[config.mk]
export PLATFORM = sky130hd
export DESIGN_NAME = multi_link_process_queue_manager_top
export DESIGN_NICKNAME = d
export VERILOG_FILES = /design/src/rtl/core/mlq_pkg.sv /design/src/rtl/core/mlq_ram.sv /design/src/rtl/core/mlq_seq.sv /design/src/rtl/core/multi_link_process_queue_manager_top.sv
export VERILOG_INCLUDE_DIRS = /design/src /design/src/rtl/core
export SDC_FILE = /design/constraint.sdc
export NUM_CORES = 2
export LEC_CHECK = 0
export ABC_AREA = 1
export BUFFER_PORTS_ARGS = -buffer_cell sky130_fd_sc_hd__buf_2
export CAP_MARGIN = 20
export CORE_UTILIZATION = 40
export CTS_BUF_LIST = sky130_fd_sc_hd__clkbuf_2 sky130_fd_sc_hd__clkbuf_4 sky130_fd_sc_hd__clkbuf_8
export DETAILED_ROUTE_END_ITERATION = 10
export RECOVER_POWER = 25
export SETUP_SLACK_MARGIN = 0.1
export SKIP_LAST_GASP = 1
export SYNTH_ARGS = -nofsm -noshare
export SYNTH_HDL_FRONTEND = slang
export SYNTH_SLANG_ARGS = --single-unit
[constraint.sdc]
create_clock -name clk -period 8.8 [get_ports clk]
set_input_delay 0.88 -clock clk [delete_from_list [all_inputs] [get_ports clk]]
set_output_delay 0.88 -clock clk [all_outputs]
set_load 0.1 [all_outputs]
[src/rtl/core/multi_link_process_queue_manager_top_assert.svh]
// Assertion macros for the multi-link queue manager.
`ifndef MULTI_LINK_PROCESS_QUEUE_MANAGER_TOP_ASSERT_SVH
`define MULTI_LINK_PROCESS_QUEUE_MANAGER_TOP_ASSERT_SVH
// Implication checked on every clock edge outside reset.
`define MLQ_ASSERT(label, ante, cons, msg) \
  label: assert property (@(posedge clk) disable iff (rst) (ante) |-> (cons)) \
    else $error(msg);
// Implication checked in the cycle after the antecedent.
`define MLQ_ASSERT_NEXT(label, ante, cons, msg) \
  label: assert property (@(posedge clk) disable iff (rst) (ante) |=> (cons)) \
    else $error(msg);
`endif

[src/rtl/core/mlq_pkg.sv]
// Package of shared types and codes for the multi-link queue manager.
`default_nettype none
package mlq_pkg;
  localparam int unsigned FIELD_ENTRY_W = 5;
  localparam int unsigned FIELD_SLOT_W = 2;

  typedef enum logic [2:0] {
    ACT_INSERT = 3'd0,
    ACT_REMOVE_HEAD = 3'd1,
    ACT_REMOVE_NAMED = 3'd2,
    ACT_PEEK = 3'd3,
    ACT_ALLOC = 3'd4,
    ACT_FREE = 3'd5
  } action_t;

  typedef enum logic [1:0] {
    ST_OK = 2'd0,
    ST_NO_SLOT = 2'd1,
    ST_FAIL = 2'd2
  } status_t;

  typedef struct packed {
    logic found_valid;
    logic [FIELD_ENTRY_W-1:0] found_entry;
    logic new_tail_valid;
    logic [FIELD_ENTRY_W-1:0] new_tail_entry;
    logic [FIELD_SLOT_W-1:0] new_tail_slot;
    logic [1:0] status;
  } result_t;
endpackage
`default_nettype wire

[src/rtl/core/mlq_ram.sv]
// Generic single-port RAM with registered read.
`default_nettype none
module mlq_ram #(
  parameter int unsigned WIDTH = 8,
  parameter int unsigned DEPTH = 16
) (
  input  wire logic                     clk,
  input  wire logic                     we,
  input  wire logic [$clog2(DEPTH)-1:0] addr,
  input  wire logic [WIDTH-1:0]         wdata,
  output logic      [WIDTH-1:0]         rdata
);
  logic [WIDTH-1:0] mem [DEPTH];

  always_ff @(posedge clk) begin
    if (we) begin
      mem[addr] <= wdata;
    end
    rdata <= mem[addr];
  end
endmodule
`default_nettype wire

[src/rtl/core/mlq_seq.sv]
// Sequencer that walks the link memory one access at a time.
`default_nettype none
module mlq_seq
  import mlq_pkg::*;
#(
  parameter int unsigned NUM_ENTRIES = 32,
  parameter int unsigned NUM_SLOTS = 4
) (
  input  wire logic                 clk,
  input  wire logic                 rst,
  input  wire logic                 start,
  input  wire logic [2:0]           action,
  input  wire logic                 tv,
  input  wire logic [FIELD_ENTRY_W-1:0] te,
  input  wire logic [FIELD_SLOT_W-1:0]  ts,
  input  wire logic [FIELD_ENTRY_W-1:0] pe_in,
  output logic                      busy,
  output logic                      done,
  output result_t                   res
);
  localparam int unsigned EW = (NUM_ENTRIES > 1) ? $clog2(NUM_ENTRIES) : 1;
  localparam int unsigned SW = (NUM_SLOTS > 1) ? $clog2(NUM_SLOTS) : 1;
  localparam int unsigned LINKS = NUM_ENTRIES * NUM_SLOTS;
  localparam int unsigned LW = $clog2(LINKS);
  localparam int unsigned NW = $clog2(LINKS + 1);
  localparam int unsigned CW = $clog2(NUM_ENTRIES + 1);
  localparam int unsigned MW = $clog2(NUM_SLOTS + 1);
  localparam int unsigned SCW = $clog2(NUM_SLOTS + 1);

  typedef enum logic [3:0] {
    S_IDLE, S_SLOT, S_INS_RD, S_INS_WR, S_RD_TAIL, S_HEAD, S_WALK, S_STEP,
    S_UNL_RD, S_UNL_WR, S_FIFO_RD, S_FIFO_GET, S_FREE_CLR, S_DONE
  } state_t;

  state_t state;
  logic [2:0] act;
  logic [EW-1:0] t_e, p_e, pr_e, c_e;
  logic [SW-1:0] t_s, pr_s, c_s, slot;
  logic [SCW-1:0] scan;
  logic [NW-1:0] steps;
  logic t_v;

  // Link memory holds {entry, slot} per (entry, slot) address.
  logic lk_we;
  logic [LW-1:0] lk_addr;
  logic [EW+SW-1:0] lk_wdata, lk_rdata;
  logic [NUM_SLOTS-1:0] in_use [NUM_ENTRIES];
  logic [MW-1:0] mcount [NUM_ENTRIES];

  logic ff_we;
  logic [EW-1:0] ff_addr, ff_wdata, ff_rdata;
  logic [EW-1:0] rd_ptr, wr_ptr;
  logic [CW-1:0] fcount;
  logic [NUM_ENTRIES-1:0] ff_written;

  mlq_ram #(.WIDTH(EW + SW), .DEPTH(LINKS)) u_link (
    .clk(clk), .we(lk_we), .addr(lk_addr), .wdata(lk_wdata), .rdata(lk_rdata)
  );
  mlq_ram #(.WIDTH(EW), .DEPTH(NUM_ENTRIES)) u_fifo (
    .clk(clk), .we(ff_we), .addr(ff_addr), .wdata(ff_wdata), .rdata(ff_rdata)
  );

  function automatic logic [LW-1:0] lk(input logic [EW-1:0] e, input logic [SW-1:0] s);
    lk = LW'(e) * LW'(NUM_SLOTS) + LW'(s);
  endfunction

  logic [EW-1:0] rd_e;
  logic [SW-1:0] rd_s;
  assign rd_e = lk_rdata[EW+SW-1:SW];
  assign rd_s = lk_rdata[SW-1:0];

  logic te_ok, pe_ok;
  assign te_ok = (32'(te) < NUM_ENTRIES) && (32'(ts) < NUM_SLOTS);
  assign pe_ok = 32'(pe_in) < NUM_ENTRIES;

  always_comb begin
    lk_we = 1'b0;
    lk_addr = lk(t_e, t_s);
    lk_wdata = {t_e, t_s};
    ff_we = 1'b0;
    ff_addr = rd_ptr;
    ff_wdata = p_e;
    case (state)
      S_INS_RD: lk_addr = lk(t_e, t_s);
      S_INS_WR: begin
        lk_we = 1'b1;
        lk_addr = lk(p_e, slot);
        lk_wdata = t_v ? lk_rdata : {p_e, slot};
      end
      S_WALK: lk_addr = lk(c_e, c_s);
      S_UNL_RD: lk_addr = lk(c_e, c_s);
      S_UNL_WR: begin
        lk_we = 1'b1;
        lk_addr = lk(pr_e, pr_s);
        lk_wdata = (act == ACT_INSERT) ? {p_e, slot} : lk_rdata;
      end
      S_FREE_CLR: begin
        ff_we = 1'b1;
        ff_addr = wr_ptr;
      end
      default: ;
    endcase
  end

  assign busy = (state != S_IDLE);

  always_ff @(posedge clk) begin
    done <= !rst && (state == S_DONE);
    if (rst) begin
      state <= S_IDLE;
      for (int i = 0; i < NUM_ENTRIES; i++) begin
        mcount[i] <= '0;
        in_use[i] <= '0;
      end
      rd_ptr <= '0;
      wr_ptr <= '0;
      fcount <= CW'(NUM_ENTRIES);
      ff_written <= '0;
      res <= '0;
    end else begin
      case (state)
        S_IDLE: begin
          if (start) begin
            act <= action;
            t_v <= tv;
            t_e <= EW'(te);
            t_s <= SW'(ts);
            p_e <= EW'(pe_in);
            scan <= '0;
            res <= '{found_valid: 1'b0, found_entry: '0, new_tail_valid: tv,
                     new_tail_entry: tv ? te : '0, new_tail_slot: tv ? ts : '0,
                     status: ST_FAIL};
            case (action)
              ACT_INSERT: state <= (pe_ok && !(tv && !te_ok)) ? S_SLOT : S_DONE;
              ACT_REMOVE_HEAD, ACT_PEEK: state <= (tv && te_ok) ? S_RD_TAIL : S_DONE;
              ACT_REMOVE_NAMED: state <= (tv && te_ok && pe_ok) ? S_RD_TAIL : S_DONE;
              ACT_ALLOC: state <= (fcount != '0) ? S_FIFO_RD : S_DONE;
              ACT_FREE: state <= (pe_ok && 32'(fcount) < NUM_ENTRIES) ? S_FREE_CLR : S_DONE;
              default: state <= S_DONE;
            endcase
          end
        end
        S_SLOT: begin
          if (32'(scan) == NUM_SLOTS) begin
            res.status <= ST_NO_SLOT;
            state <= S_DONE;
          end else if (!in_use[p_e][SW'(scan)]) begin
            slot <= SW'(scan);
            state <= S_INS_RD;
          end else begin
            scan <= scan + 1'b1;
          end
        end
        S_INS_RD: state <= S_INS_WR;
        S_INS_WR: begin
          in_use[p_e][slot] <= 1'b1;
          mcount[p_e] <= mcount[p_e] + 1'b1;
          res <= '{found_valid: 1'b0, found_entry: '0, new_tail_valid: 1'b1,
                   new_tail_entry: FIELD_ENTRY_W'(p_e), new_tail_slot: FIELD_SLOT_W'(slot),
                   status: ST_OK};
          state <= t_v ? S_UNL_WR : S_DONE;
          pr_e <= t_e;
          pr_s <= t_s;
        end
        S_RD_TAIL: state <= S_HEAD;
        S_HEAD: begin
          pr_e <= t_e;
          pr_s <= t_s;
          c_e <= rd_e;
          c_s <= rd_s;
          steps <= '0;
          if (act != ACT_REMOVE_NAMED) begin
            res.found_valid <= 1'b1;
            res.found_entry <= FIELD_ENTRY_W'(rd_e);
            res.status <= ST_OK;
            if (act == ACT_REMOVE_HEAD && !(rd_e == t_e && rd_s == t_s)) begin
              state <= S_UNL_RD;
            end else begin
              state <= S_DONE;
              if (act == ACT_REMOVE_HEAD) begin
                in_use[t_e][t_s] <= 1'b0;
                if (mcount[t_e] != '0) mcount[t_e] <= mcount[t_e] - 1'b1;
                res.new_tail_valid <= 1'b0;
                res.new_tail_entry <= '0;
                res.new_tail_slot <= '0;
              end
            end
          end else if (rd_e == t_e && rd_s == t_s) begin
            state <= S_DONE;
            if (t_e == p_e) begin
              in_use[t_e][t_s] <= 1'b0;
              if (mcount[t_e] != '0) mcount[t_e] <= mcount[t_e] - 1'b1;
              res <= '{found_valid: 1'b1, found_entry: FIELD_ENTRY_W'(t_e),
                       new_tail_valid: 1'b0, new_tail_entry: '0, new_tail_slot: '0,
                       status: ST_OK};
            end
          end else begin
            state <= S_WALK;
          end
        end
        S_WALK: begin
          if (c_e == p_e) begin
            res.found_valid <= 1'b1;
            res.found_entry <= FIELD_ENTRY_W'(c_e);
            res.status <= ST_OK;
            if (c_e == t_e && c_s == t_s) begin
              res.new_tail_entry <= FIELD_ENTRY_W'(pr_e);
              res.new_tail_slot <= FIELD_SLOT_W'(pr_s);
            end
            state <= S_UNL_RD;
          end else if ((c_e == t_e && c_s == t_s) || 32'(steps) >= LINKS) begin
            state <= S_DONE;
          end else begin
            pr_e <= c_e;
            pr_s <= c_s;
            steps <= steps + 1'b1;
            state <= S_STEP;
          end
        end
        S_STEP: begin
          c_e <= rd_e;
          c_s <= rd_s;
          state <= S_WALK;
        end
        S_UNL_RD: state <= S_UNL_WR;
        S_UNL_WR: begin
          if (act != ACT_INSERT) begin
            in_use[c_e][c_s] <= 1'b0;
            if (mcount[c_e] != '0) mcount[c_e] <= mcount[c_e] - 1'b1;
          end
          state <= S_DONE;
        end
        S_FIFO_RD: state <= S_FIFO_GET;
        S_FIFO_GET: begin
          res.found_valid <= 1'b1;
          res.found_entry <= FIELD_ENTRY_W'(ff_written[rd_ptr] ? ff_rdata : rd_ptr);
          res.status <= ST_OK;
          rd_ptr <= (32'(rd_ptr) + 1 == NUM_ENTRIES) ? '0 : rd_ptr + 1'b1;
          fcount <= fcount - 1'b1;
          state <= S_DONE;
        end
        S_FREE_CLR: begin
          ff_written[wr_ptr] <= 1'b1;
          wr_ptr <= (32'(wr_ptr) + 1 == NUM_ENTRIES) ? '0 : wr_ptr + 1'b1;
          fcount <= fcount + 1'b1;
          in_use[p_e] <= '0;
          mcount[p_e] <= '0;
          res.status <= ST_OK;
          state <= S_DONE;
        end
        S_DONE: state <= S_IDLE;
        default: state <= S_IDLE;
      endcase
    end
  end

  // The walk reads the link at (c_e, c_s) in the walk state and takes it up in the step state.
  `include "multi_link_process_queue_manager_top_assert.svh"
  `MLQ_ASSERT(a_fcount_range, 1'b1, 32'(fcount) <= NUM_ENTRIES, "free count out of range")
  `MLQ_ASSERT_NEXT(a_done_idle, done, state == S_IDLE, "done outside idle return")
  `MLQ_ASSERT(a_no_start_busy, state != S_IDLE, !done, "done while busy")
endmodule
`default_nettype wire

[src/rtl/core/multi_link_process_queue_manager_top.sv]
// Top level of the multi-link circular queue manager.
// Channel | Dir | Fields
// s_axis  | in  | tdata: action[2:0] tail_valid[3] tail_entry[8:4] tail_slot[10:9] entry[15:11]
// m_axis  | out | tdata: found_valid found_entry new_tail_valid new_tail_entry new_tail_slot status
// A refused request returns its result without touching the link memory; a named remove
// walks the queue link by link, each step waiting on a registered link-memory read.
// Reset is synchronous and clears control state; no clearing pass is needed.
// A new request is taken only once the previous result has left the output register.
`default_nettype none
module multi_link_process_queue_manager_top
  import mlq_pkg::*;
#(
  parameter int unsigned NUM_ENTRIES = 32,
  parameter int unsigned NUM_SLOTS = 4
) (
  input  wire logic        clk,
  input  wire logic        rst,
  input  wire logic        s_axis_tvalid,
  output logic             s_axis_tready,
  input  wire logic [15:0] s_axis_tdata,  // action, tail_valid, tail_entry, tail_slot, entry
  output logic             m_axis_tvalid,
  input  wire logic        m_axis_tready,
  // found_valid, found_entry, new_tail_valid, new_tail_entry, new_tail_slot, status
  output logic [15:0]      m_axis_tdata
);
  logic busy, done;
  result_t res;
  logic start;

  assign s_axis_tready = !busy && !m_axis_tvalid && !done;
  assign start = s_axis_tvalid && s_axis_tready;

  mlq_seq #(.NUM_ENTRIES(NUM_ENTRIES), .NUM_SLOTS(NUM_SLOTS)) u_seq (
    .clk(clk), .rst(rst), .start(start),
    .action(s_axis_tdata[2:0]), .tv(s_axis_tdata[3]),
    .te(s_axis_tdata[8:4]), .ts(s_axis_tdata[10:9]), .pe_in(s_axis_tdata[15:11]),
    .busy(busy), .done(done), .res(res)
  );

  always_ff @(posedge clk) begin
    if (rst) begin
      m_axis_tvalid <= 1'b0;
    end else if (done) begin
      m_axis_tvalid <= 1'b1;
      m_axis_tdata <= {res.status, res.new_tail_slot, res.new_tail_entry,
                       res.new_tail_valid, res.found_entry, res.found_valid};
    end else if (m_axis_tready) begin
      m_axis_tvalid <= 1'b0;
    end
  end
endmodule
`default_nettype wire

======== Yosys cells after proc, flatten, opt, wreduce, memory -nomap -nowiden ========
Memories as Yosys holds them, arrays and structs flattened. A register that Yosys moved wholly into a read port is not among the register bits.
Index checks and enable logic that the tools add are counted.
W data, S select, Z words.
word-level totals
  bits in registers ....................... 129
  latch bits .............................. 0
  bits in writable memories ............... 1,184
  ROM bits ................................ 0
  input bits .............................. 20
  output and inout bits ................... 18
  word-level logic and storage cells ...... 274
  memories kept ........................... 3
operators by class
  $add $sub $neg .......................... 12
  multipliers ............................. 0
  divide/modulo/power cells ............... 0
  $lt $le $gt $ge ......................... 12
  eq/ne operators ......................... 42
  shift operators ......................... 0
  mux-type cells .......................... 113
  bitwise operators ....................... 12
  reductions and logical operators ........ 54
memories
  memory            words  bits a word  read ports  clocked after memory_dff  wr ports  RTL line       RTL
  u_seq.u_link.mem  128    7            1           1                         1         mlq_ram.sv:13  logic [WIDTH-1:0] mem [DEPTH];
  u_seq.u_fifo.mem  32     5            1           1                         1         mlq_ram.sv:13
  u_seq.in_use      32     4            1           1                         32        mlq_seq.sv:47  logic [NUM_SLOTS-1:0] in_use [NUM_ENTRIES];
operator list
  cell                   count
  $mux W4                18
  $eq A32 B6 Y1 const B  2
  $mux W16               4
  $mux W5                11
  $pmux W4 S11           1
  $mux W1                42
  $mux W8                4
  $or A32 B32 Y32        1
  $pmux W6 S5            1
  $add A7 B2 Y7          4
  $pmux W7 S4            1
  $eq A4 B4 Y1 const B   6
  $mux W7                3
  $pmux W7 S3            1
  $eq A5 B5 Y1           4
  $mux W3                6
  $eq A4 B3 Y1 const B   4
  $pmux W4 S4            1
  $pmux W8 S2            1
  $pmux W7 S2            1
  $add A5 B1 Y6 const B  2
  $lt A2 B3 Y1 const B   4
  $lt A5 B6 Y1 const B   2
  $pmux W6 S2            1
  53 further kinds       120

======== Logic depth before layout (Yosys ltp) ========
  word-level depth ........................ 13
  depth in mapped cells ................... 20
  gate-level depth less buffers ........... 17

======== By module ========
Synthesis repeated with hierarchy kept, for this count alone.
second synthesis, totals
  cell total of the unflattened synthesis .. 6,396
  area, all modules ....................... 60,131.4 µm²
by module, submodules not included
  module                                times used  cells each  area each (µm²)  seq. area each (µm²)
  mlq_ram (u_seq.u_link)                1           3,874       38,569.5         27,045.9
  mlq_seq                               1           1,811       14,131.1         6,616.3
  mlq_ram (u_seq.u_fifo)                1           683         6,880.3          4,904.7
  multi_link_process_queue_manager_top  1           28          550.5            500.5

======== Least setup slack after synthesis ========
OpenSTA, ideal clock, no wires.
  path kind ............................... register to register
  start ................................... register u_seq.state[1]
  end ..................................... memory u_seq.u_link.mem[0][1] (netlist name), data pin
  library setup time ...................... 1,198 ps
  data arrival time ....................... 6,077 ps
  data required time ...................... 7,602 ps
  slack ................................... 1,524 ps
  cell stages (with the launch flop) ...... 5
  buffers on the path ..................... 0
  clock period less this slack ............ 7,276 ps
  cells stage by stage .................... dfxtp_1 -> nand2_1 -> nor2_2 -> a22oi_1 -> o21ai_0
on the way
  word-level cells in the longest chain between the ends .. 2
  elaborated cells between the ends (all ways) .. 3
ends and longest elaborated chain
  item                                                 RTL line        RTL
  start, declared                                      mlq_seq.sv:35   state_t state;
  start signal, assigned                               mlq_seq.sv:134  ACT_INSERT: state <= (pe_ok && !(tv && !te_ok)) ? S_SLOT : S_DONE;
  start signal, assigned                               mlq_seq.sv:135  ACT_REMOVE_HEAD, ACT_PEEK: state <= (tv && te_ok) ? S_RD_TAIL : S_DONE;
  start signal, assigned                               mlq_seq.sv:136  ACT_REMOVE_NAMED: state <= (tv && te_ok && pe_ok) ? S_RD_TAIL : S_DONE;
  $eq A4 B4 Y1 / $eq A4 B2 Y1 (equally long branches)  mlq_seq.sv:83   case (state)
  $pmux W7 S2 (*)                                      mlq_seq.sv:83
  via u_seq.lk_wdata[1]                                mlq_seq.sv:46   logic [EW+SW-1:0] lk_wdata, lk_rdata;
  end, declared                                        mlq_ram.sv:13
Mark *: on every way through the listed nets, which the timed path passes. The rest lies on a longest branch.

======== Worst setup path after layout ========
  start ................................... register u_seq.p_e[2] (netlist: u_seq.ff_wdata[2])
  end ..................................... memory u_seq.u_link.mem[28][4] (netlist name), data pin
on the way
  word-level cells in the longest chain between the ends .. 2
  elaborated cells between the ends (all ways) .. 3
ends and longest elaborated chain
  item                               RTL line                      RTL
  start, declared                    mlq_seq.sv:37                 logic [EW-1:0] t_e, p_e, pr_e, c_e;
  start signal, assigned             mlq_seq.sv:128                p_e <= EW'(pe_in);
  $mux W7, on equally long branches  mlq_seq.sv:95, mlq_seq.sv:88
  $pmux W7 S2 (*)                    mlq_seq.sv:83
  via u_seq.lk_wdata[4]              mlq_seq.sv:46
Marks and branches as above.

==> flow_results.org <==
** Layout
- Most common library cell in the layout ignoring fill and taps :: sky130_fd_sc_hd__nand2_1
- Non-filler instance count after layout :: 8,019
- Final-layout fill cell count :: 13,890
- FF/Latch Area :: 39,100 µm²
- Of the cells placed in the final design, the portion with a size suffix greater than 1 is 0.0810.
- In the final layout, the multi-input gates occupy 16,600 µm².
- Compared with the post-synthesis result, the final layout area differs by 10.6%.
- Final Net Count :: 5,942
- In the layout the commonest cells are 1,334 x sky130_fd_sc_hd__nand2_1, 1,243 x sky130_fd_sc_hd__edfxtp_1, 761 x sky130_fd_sc_hd__inv_1.

** Timing
- Finish-stage setup viols :: 0
- Transition at the pin with the smallest max-transition slack :: 4420 ps
- For this run, the top clock speed supported by timing is 0.146 GHz.
- For the final routed database, the setup TNS stands at 0 ps.
- Rel. slew slack :: -1.95
- Of the available clock period, the critical path in the final layout requires 0.780.
- Unrepaired setup endpoints after global routing :: no
- Between clock sinks in the finished design, the worst skew comes to 52.6 ps.
- The worst path in the final design needs a cycle of 6860 ps, including I/O delays and setup.
- The number of max-slew violations in the final report came to 740.
- Number of endpoints with negative hold slack in the final report :: 0
- The tightest hold path in the finished design has a slack of 142 ps.
- Setup slack of the critical path after layout :: 1940 ps

** Clock network
- Clock-pin slew was measured on the worst setup and hold paths at 60 ps.
- CTS placed an instance of sky130_fd_sc_hd__clkbuf_8 at the clock tree root.
- Clock tree from TritonCTS :: built
- Counting every sink on the clock net gives 1,330.
- After clock tree synthesis, the setup repair step added 0 buffers.
- Count of H-tree levels built during CTS :: 4
- Number of buffers added by the clock tree synthesis step :: 214
- CTS Buffer Depth :: 3
- Clk_lat worst skew :: 950 ps
- Gates resized during post-CTS repair numbered 0.
- Post-cts hold buffer count :: 0

** Floorplanning
- 38 I/O pins were placed.
- Core box area :: 148,000 µm²
- Placement Rows :: 141
- Full die area :: 151,000 µm²
- Effective utilization at floorplan :: 0.404
- In this run the horizontal extent of the chip is 389 µm.
- Vertical die dimension :: 389 µm

** Logic synthesis
- Warning count from the yosys run :: 0
- A synthesized cell averages 10.1 µm².
- In the synthesized netlist the dominant register cell turns out to be sky130_fd_sc_hd__edfxtp_1.
- Fraction of the yosys area taken by sequential cells :: 0.653
- In this run, synthesis produced a sequential element count of 1,330.
- Fraction of synthesis flops using an asynchronous set or reset pin :: 0
- Cell area after technology mapping :: 59,800 µm²
- After technology mapping, the gate count stands at 5,911.
- When the netlist entered floorplanning its net count stood at 5,945.
- Counting flops with a built-in enable in the synthesized netlist gives 1,243.
- Distinct cells, synth :: 52

** Route
- After detailed routing, the average wire length per cell comes to 19.7 µm.
- Once detail routing completed, the nets flagged for antenna violations numbered 0.
- Violation count after the first detailed-routing iteration :: 4,109
- The detailed router placed 41,881 vias in this run.
- Summed over all layers, the routed wires come to 158,000 µm.
- Number of DRC violations after detailed routing :: 0
- Using the TritonRoute via totals, the vias-per-cell ratio works out to 5.22.
- The pre-antenna-repair detailed-routing pass consisted of 6 iterations.

** Worst setup path
- For the worst setup path, the data arrival time is 7480 ps.
- CP Capture Type :: flip-flop
- The critical path in this run is classified as reg2reg.
- Largest fanout of any net on the critical path :: 67
- Critical Path Start Type :: flip-flop
- Setup slack on the worst reg-to-reg path comes out at 1940 ps.
- For the worst setup path, the data required time is 9420 ps.

** Placed design
- OpenSTA, run right after detailed placement, puts the worst setup slack at 2890 ps.
- Detailed Place HPWL :: 90,500 µm
- Number of placed cells counting well taps :: 7,619
- Routability Congestion :: 0.889
- The count of buffers added on input and output ports is 37.

** Global route
- The via count of the first global-routing pass came to 39,741.
- Overall overflow remaining after global route :: 0
- The first global-routing pass estimated 240,000 µm of wire.
- Initial antenna violation count :: 5
- Maximum number of pins on one net before global-route repair :: 209
- Global-route usage over all layers :: 0.206

** Power and ir drop
- Total power density per cell area :: 285 nW/µm²
- The analysis attributes to cell leakage a power of 26.1 nW.
- Largest vdd supply drop :: 0.000280 V
- Total power draw :: 0.0189 W

** Run status
- The run finished, with violations left.
- Failing checks :: max-capacitance violations, max-slew violations

** Job
- Count of maximum capacitance violations :: 14

** Hold path
- Worst min-delay path category :: in2reg
layer usage:
layer | global-route usage | routed length, µm
met5 | 0 | 0
met4 | 0.0656 | 4090
met3 | 0.0358 | 11100
met2 | 0.326 | 73000
met1 | 0.288 | 70000
area by class of cell:
class / count / area share
Antenna cell: 3 / 0.000114
Clock buffer: 328 / 0.0600
Clock inverter: 66 / 0.00770
Inverter: 785 / 0.0447
Multi-Input combinational cell: 3472 / 0.250
Sequential cell: 1330 / 0.591
Tap cell: 1930 / 0.0365
Timing Repair Buffer: 105 / 0.00986
where the power goes:
part | switching [W] | leakage, nW | internal (W)
Combinational | 0.00445 | 11.6 | 0.00139
Clock | 0.00251 | 2.39 | 0.00303
Sequential | 0.000128 | 12.1 | 0.00737
Total | 0.00708 | 26.1 | 0.0118
through the flow:
stage | util | area, µm²
final | 0.447 | 66100
after global routing | 0.447 | 66100
after CTS | 0.447 | 66200
after detailed placement | 0.417 | 61700
after global placement | 0.417 | 61700
after floorplan | - | 59800
worst max-delay path, stage by stage (launching register included):
cell                       delay, ps
sky130_fd_sc_hd__edfxtp_1        320
sky130_fd_sc_hd__clkbuf_1       1530
sky130_fd_sc_hd__inv_1           470
sky130_fd_sc_hd__o221ai_4        290
sky130_fd_sc_hd__clkbuf_1       2860
sky130_fd_sc_hd__buf_4          1000
state kept, by name (all words and copies together), names as in the netlist, 2 cells and up, named ones only:
register,cells
u_seq.steps,8
u_seq.pr_s,2
u_seq.pr_e,5
u_seq.t_s,2
u_seq.wr_ptr,5
u_seq.slot,2
u_seq.u_link.mem,896
u_seq.fcount,6
m_axis_tdata,16
u_seq.state,4
u_seq.u_link.rdata,7
u_seq.res,16
u_seq.ff_written,32
u_seq.u_fifo.rdata,5
u_seq.t_e,5
u_seq.rd_ptr,5
u_seq.act,3
u_seq.u_fifo.mem,160
u_seq.scan,3
u_seq.in_use,128
u_seq.ff_wdata,5
u_seq.c_e,5
u_seq.c_s,2
Yosys cell counts, types with 5 or more instances:
master / n / area share
sky130_fd_sc_hd__buf_1: 14 / 0.00088
sky130_fd_sc_hd__nand4_1: 8 / 0.00084
sky130_fd_sc_hd__nor2_2: 13 / 0.0014
sky130_fd_sc_hd__o21ai_0: 197 / 0.016
sky130_fd_sc_hd__inv_1: 759 / 0.048
sky130_fd_sc_hd__a21oi_1: 67 / 0.0056
sky130_fd_sc_hd__xor2_1: 13 / 0.0019
sky130_fd_sc_hd__a22oi_1: 43 / 0.0054
sky130_fd_sc_hd__inv_2: 15 / 0.00094
sky130_fd_sc_hd__edfxtp_1: 1243 / 0.62
sky130_fd_sc_hd__nand3_1: 620 / 0.052
sky130_fd_sc_hd__or2_2: 12 / 0.0013
sky130_fd_sc_hd__o22ai_1: 37 / 0.0039
sky130_fd_sc_hd__or2_1: 35 / 0.0037
sky130_fd_sc_hd__nand2_2: 5 / 0.00052
sky130_fd_sc_hd__o211ai_1: 22 / 0.0028
sky130_fd_sc_hd__nor2_4: 6 / 0.0011
sky130_fd_sc_hd__nor2_1: 531 / 0.033
sky130_fd_sc_hd__clkbuf_1: 170 / 0.011
sky130_fd_sc_hd__o221ai_1: 5 / 0.00073
sky130_fd_sc_hd__a31oi_1: 41 / 0.0043
sky130_fd_sc_hd__nand3b_1: 225 / 0.028
sky130_fd_sc_hd__dfxtp_1: 87 / 0.029
sky130_fd_sc_hd__ha_1: 13 / 0.0027
sky130_fd_sc_hd__o21ai_1: 105 / 0.0088
sky130_fd_sc_hd__and2_1: 10 / 0.0010
sky130_fd_sc_hd__clkinv_1: 10 / 0.00063
sky130_fd_sc_hd__nand2_1: 1339 / 0.084
sky130_fd_sc_hd__buf_4: 12 / 0.0015
sky130_fd_sc_hd__buf_2: 128 / 0.011
sky130_fd_sc_hd__xnor2_1: 12 / 0.0018
sky130_fd_sc_hd__or2_0: 21 / 0.0022
sky130_fd_sc_hd__nor3_1: 61 / 0.0051
kinds of logic (layout without fill, tap and decap cells):
| kind of cell | count (synthesis) | in the layout | share of synthesized area |
|---|---|---|---|
| adder cells (fa/ha/maj) | 14 | 14 | 0.00306 |
| XOR/XNOR | 25 | 25 | 0.00366 |
| other | 0 | 3 | 0 |
| buffers and inverters | 1109 | 1284 | 0.0731 |
| AND/OR/NAND/NOR | 2895 | 2895 | 0.216 |
| flip-flops | 1330 | 1330 | 0.653 |
| AO/OA/AOI/OAI | 538 | 538 | 0.0510 |
final timing paths:
kind,from,to,depth (start not counted)
worst max-delay path,u_seq.ff_wdata[2]$_DFFE_PP_,u_seq.u_link.mem[28][4]$_DFFE_PP_,5
worst min-delay path,m_axis_tready,m_axis_tvalid$_SDFFE_PP0P_,2
worst max register to register,u_seq.ff_wdata[2]$_DFFE_PP_,u_seq.u_link.mem[28][4]$_DFFE_PP_,5
worst min register to register,u_seq.res[7]$_SDFFE_PP0P_,m_axis_tdata[10]$_DFFE_PP_,0
Power figures use the tool's default switching activity.
